**src/hdl/ptbp_ram.sv**
```systemverilog
module ptbp_ram #(
	parameter int WIDTH = 8,
	parameter int DEPTH = 256
) (
	input  logic                     clk,
	input  logic                     we,
	input  logic [$clog2(DEPTH)-1:0] waddr,
	input  logic [WIDTH-1:0]         wdata,
	input  logic                     re,
	input  logic [$clog2(DEPTH)-1:0] raddr,
	output logic [WIDTH-1:0]         rdata
);

	logic [WIDTH-1:0] mem [DEPTH];

	always_ff @(posedge clk) begin
		if (we) begin
			mem[waddr] <= wdata;
		end
		if (re) begin
			rdata <= mem[raddr];
		end
	end

endmodule

```
**config.mk**
```make
export PLATFORM = sky130hd
export DESIGN_NAME = ptbp_ram
export DESIGN_NICKNAME = d
export VERILOG_FILES = /design/src/hdl/ptbp_ram.sv
export SDC_FILE = /design/constraint.sdc
export NUM_CORES = 2
export LEC_CHECK = 0
export BUFFER_PORTS_ARGS = -buffer_cell sky130_fd_sc_hd__clkbuf_2
export CORE_UTILIZATION = 43
export DETAILED_ROUTE_END_ITERATION = 8
export GPL_TIMING_DRIVEN = 0
export PLACE_DENSITY = 0.57
export RECOVER_POWER = 100
export SETUP_SLACK_MARGIN = 0.2
export SYNTH_ARGS = -nofsm -noshare
export SYNTH_HDL_FRONTEND = slang
export SYNTH_SLANG_ARGS = --single-unit
```
**constraint.sdc**
```tcl
create_clock -name clk -period 3.4 [get_ports clk]
set_clock_uncertainty 0.2 [all_clocks]
set_input_delay 0.17 -clock clk [delete_from_list [all_inputs] [get_ports clk]]
set_output_delay 0.17 -clock clk [all_outputs]
set_load 0.02 [all_outputs]
```
* Word level (Yosys, flattened, before mapping)
Memories as Yosys holds them, arrays and structs flattened. A register that Yosys moved wholly into a read port is not among the register bits. Index checks and enable logic that the tools add are counted.
Storage, ports and cells: output and inout bits 8, bits of input ports 27, memory bits (writable) 2048, logic and storage cells 3, memories kept 1, register bits 0
Memory list:
- mem | words 256, width 8, rd ports 1, clocked after Yosys merged registers in 1, write ports 1, line 14 | logic [WIDTH-1:0] mem [DEPTH];
Operators by class: muxes and demuxes 2
Operator list (count):
- 1-bit 2-to-1 mux | 2

* Logic depth before layout (Yosys ltp)
word-level depth 2, depth in mapped cells 11, mapped depth without buffers 6

* Least setup slack after synthesis
No wires, ideal clock.
path kind input -> register, from input raddr[0], to register rdata[2] (read register of mem) (data pin), buffers on the path 4, library setup time 269 ps, cell stages on the path 9, setup slack 954 ps, required time 2931 ps, data arrival time 1977 ps, cells stage by stage buf_6 buf_12 buf_8 buf_2 mux4_2 a22oi_1 a21oi_1 nor4_1 nor4_2
RTL lines:
- start: declaration | line 10 | input logic [$clog2(DEPTH)-1:0] raddr,
- end: declaration | line 11 | output logic [WIDTH-1:0] rdata

==> run metrics <==
status=finished with violations; failing checks=max-capacitance violations, max-slew violations, negative setup slack; Worst-path clk slew=around 0.060 ns; Buffers on Ports=27; ys flop type=edfxtp_1; largest cells by area after synthesis=edfxtp_1, mux4_2, mux2i_1; Seq pwr share=52.5%; WL per Instance=approximately 37 um; worst slack, placed=-2.27 ns; die area=187000 um2; Cell Int Power=41400 uW; Syn Nets=between 3000 and 4000; GRT Total Usage=26.7%; placed inst area=83500 um2; post-synth cell types=54; total setup buffers inserted after CTS=0; GPL Wtd Cong=0.986; RSZ-0062 raised after global routing=true; Post-Syn Instances=3733; max-cap violations=8; Die Wd=between 400 and 500 um; Comb pwr share=~5.8%; CP required=3.75 ns; Setup-failing EPs final=1; Sw Share=between 20% and 30%; critical-path cell list=buf_2 > buf_4 > buf_2 > clkbuf_1 > mux4_2 > a22oi_1 > a21oi_1 > nor4_1 > nor4_1; Seq/Total Area, Yosys=77.5%; final-layout fill cell count=15000; number of flops mapped to enable cells by yosys=2056; Fmax=between 200 and 300 MHz; Synth top area share=77.5%; cell with the most instances after synthesis=edfxtp_1; hold_ws=0.114 ns; ANT nets after route=0; Crit. End Element=flip-flop; first-pass GRT wire length=338000 um; grt total ovfl=0; CP peak stage delay=0.97 ns; Worst Path Max Fanout=10; clock sink total=2056; Residual DRC=0; nets@finish=between 4000 and 5000; Cell Area, Synth=79600 um2; Worst R2R Start=mem[83][4]$_DFFE_PP_; Top Ports=35; switching power=12000 uW; crit share post-route=102%; slowest CP cell=clkbuf_1; Worst-Margin Slew=2.95 ns; mean post-synth cell area=roughly 21 um2; CTS HTree Levels=4; Final WS setup=-0.0723 ns; Final Non-Filler Cells=6645; clk_lat worst skew=0.85 ns; CP Class=in2reg; most instantiated cells after synthesis=edfxtp_1, mux4_2, nor2_1; Fin. Hold Viols=0; Crit path arrival time=3.82 ns; Post-Place Cells=6247; ys async rst share=0%; drt initial violations=6030; Ys Warns=0; Layout area overhead=13.5%; peak supply drop=between 0.5 and 0.6 mV; post-DP HPWL=~170000 um; Rows=roughly 160; worst reg2reg setup slack=0.35 ns; clk buf depth=3; share of cells above drive strength 1=around 23%; initial antenna violation count=17; router iterations before antenna repair=5; Hold Crit Start=waddr[3]; type of origin of the critical path=input port; fin crit period=3.47 ns; final WL=about 250000 um; Die Span Y=432 um; largest net degree at the start of global routing=approximately 140; Starting Density=43.4%; Worst Hold End=mem[172][5]$_DFFE_PP_; hold path cells=3; detailed-route via count=41300; CTS tree=yes; clock share of power=between 40% and 50%; HP Class=in2reg; post-route cell area=90400 um2; Worst R2R End=rdata[4]$_DFFE_PP_; Pwr Density=590 nW/um2; Final Max Tran Viols=about 630; core area=183000 um2; Seq cells post-synth=2056; cts bufs inserted=206; cell taking the most area after synthesis=edfxtp_1; CTS Root Cell=clkbuf_16; vias per cell=6.22; Relative slew margins=-96.5%; vias in the first global route=40500; Pleak=between 0.02 and 0.03 uW; reg2reg path depth=5
[state kept, by name (all words and copies together), names as in the netlist]
| signal | flops |
|---|---|
| mem | 2048 |
| rdata | 8 |
[power groups by stage]
stage	sequential [uW]	combinational, uW	clock [uW]
4_1_cts	28000	3060	22300
2_1_floorplan	28500	1360	0
3_3_place_gp	28700	2880	0
3_5_place_dp	28500	2990	0
6_report	28000	3100	22200
5_1_grt	28000	3160	23200
[metal layers]
metal / up-vias / global-route usage (%) / wire length, um
li1: 16300 / - / -
met1: 22100 / 36.8 / 97900
met2: 2375 / 40.0 / 112000
met3: 492 / 6.55 / 25300
met4: 8 / 12.9 / 13600
met5: - / 0 / 54
[cell type report]
| cell class | count | area [um2] | area share, % |
|---|---|---|---|
| diodes | 5 | 12.5 | 0.0138 |
| plain buffers | 232 | 1570 | 1.73 |
| clock buffers | 258 | 5440 | 6.01 |
| clock inverters | 118 | 1030 | 1.15 |
| inverters | 2 | 7.51 | 0.00831 |
| multi-input cells | 1442 | 16700 | 18.5 |
| flip-flops and latches | 2056 | 61700 | 68.3 |
| well taps | 2464 | 3080 | 3.41 |
| repair buffers | 68 | 763 | 0.845 |
[per-stage QoR]
step           util, %  setup TNS (ns)  power, uW
3_3_place_gp      45.2        -4342.59      31600
6_report          49.3         -0.0723      53300
3_5_place_dp      45.5         -356.71      31500
2_1_floorplan        -               0      29900
4_1_cts           49.3               0      53400
5_1_grt           49.2               0      54400
[repair_timing]
| item | in CTS | in global routing |
|---|---|---|
| hold buffers | 18 | 0 |
| hold endpoints to repair | 1130 | 0 |
| setup endpoints to repair | 8 | 6 |
| resized for setup | 70 | 24 |
[cells in the final DEF (no fill, tap or decap), types with 11 or more instances in the layout]
cell	n
buf_16	15
mux4_2	454
nor2_1	279
nand3_1	34
buf_6	22
mux2i_1	134
nand2_1	33
buf_8	13
dlygate4sd3_1	18
o221ai_1	46
nor4_1	11
nor2b_1	30
clkbuf_2	56
clkbuf_16	210
bufinv_16	15
clkinv_1	55
edfxtp_1	2056
buf_4	33
a22oi_1	133
a21oi_1	94
clkinv_2	33
a211oi_1	15
o22ai_1	28
nor3_1	20
buf_2	34
clkbuf_1	132
[worst max-delay path by stage]
stage          startpoint                    end  slack [ns]  depth (start not counted)
6_report         raddr[1]     rdata[7]$_DFFE_PP_       -0.07                          9
5_1_grt          wdata[5]  mem[236][5]$_DFFE_PP_        0.08                          4
4_1_cts          raddr[1]     rdata[4]$_DFFE_PP_       0.003                          9
3_5_place_dp     raddr[3]     rdata[4]$_DFFE_PP_       -2.27                          7
3_3_place_gp     raddr[1]     rdata[4]$_DFFE_PP_       -2.28                          9
2_1_floorplan    raddr[0]     rdata[2]$_DFFE_PP_        0.95                          9
[worst max-delay path: cells and delay by family]
kind | cells | cell delay (ns)
muxes | 1 | 0.43
buffers and inverters | 4 | 1.78
and+or+nand+nor | 2 | 1.05
AOI/OAI and AO/OA | 2 | 0.33
[cells by family after synthesis]
kind of cell    after synthesis  synth area share [%]
flops                      2056                  77.5
mux                         591                  14.6
simple gates                466                  2.63
compound gates              385                  3.42
buf+inv                     235                  1.83
Power figures use the tool's default switching activity.
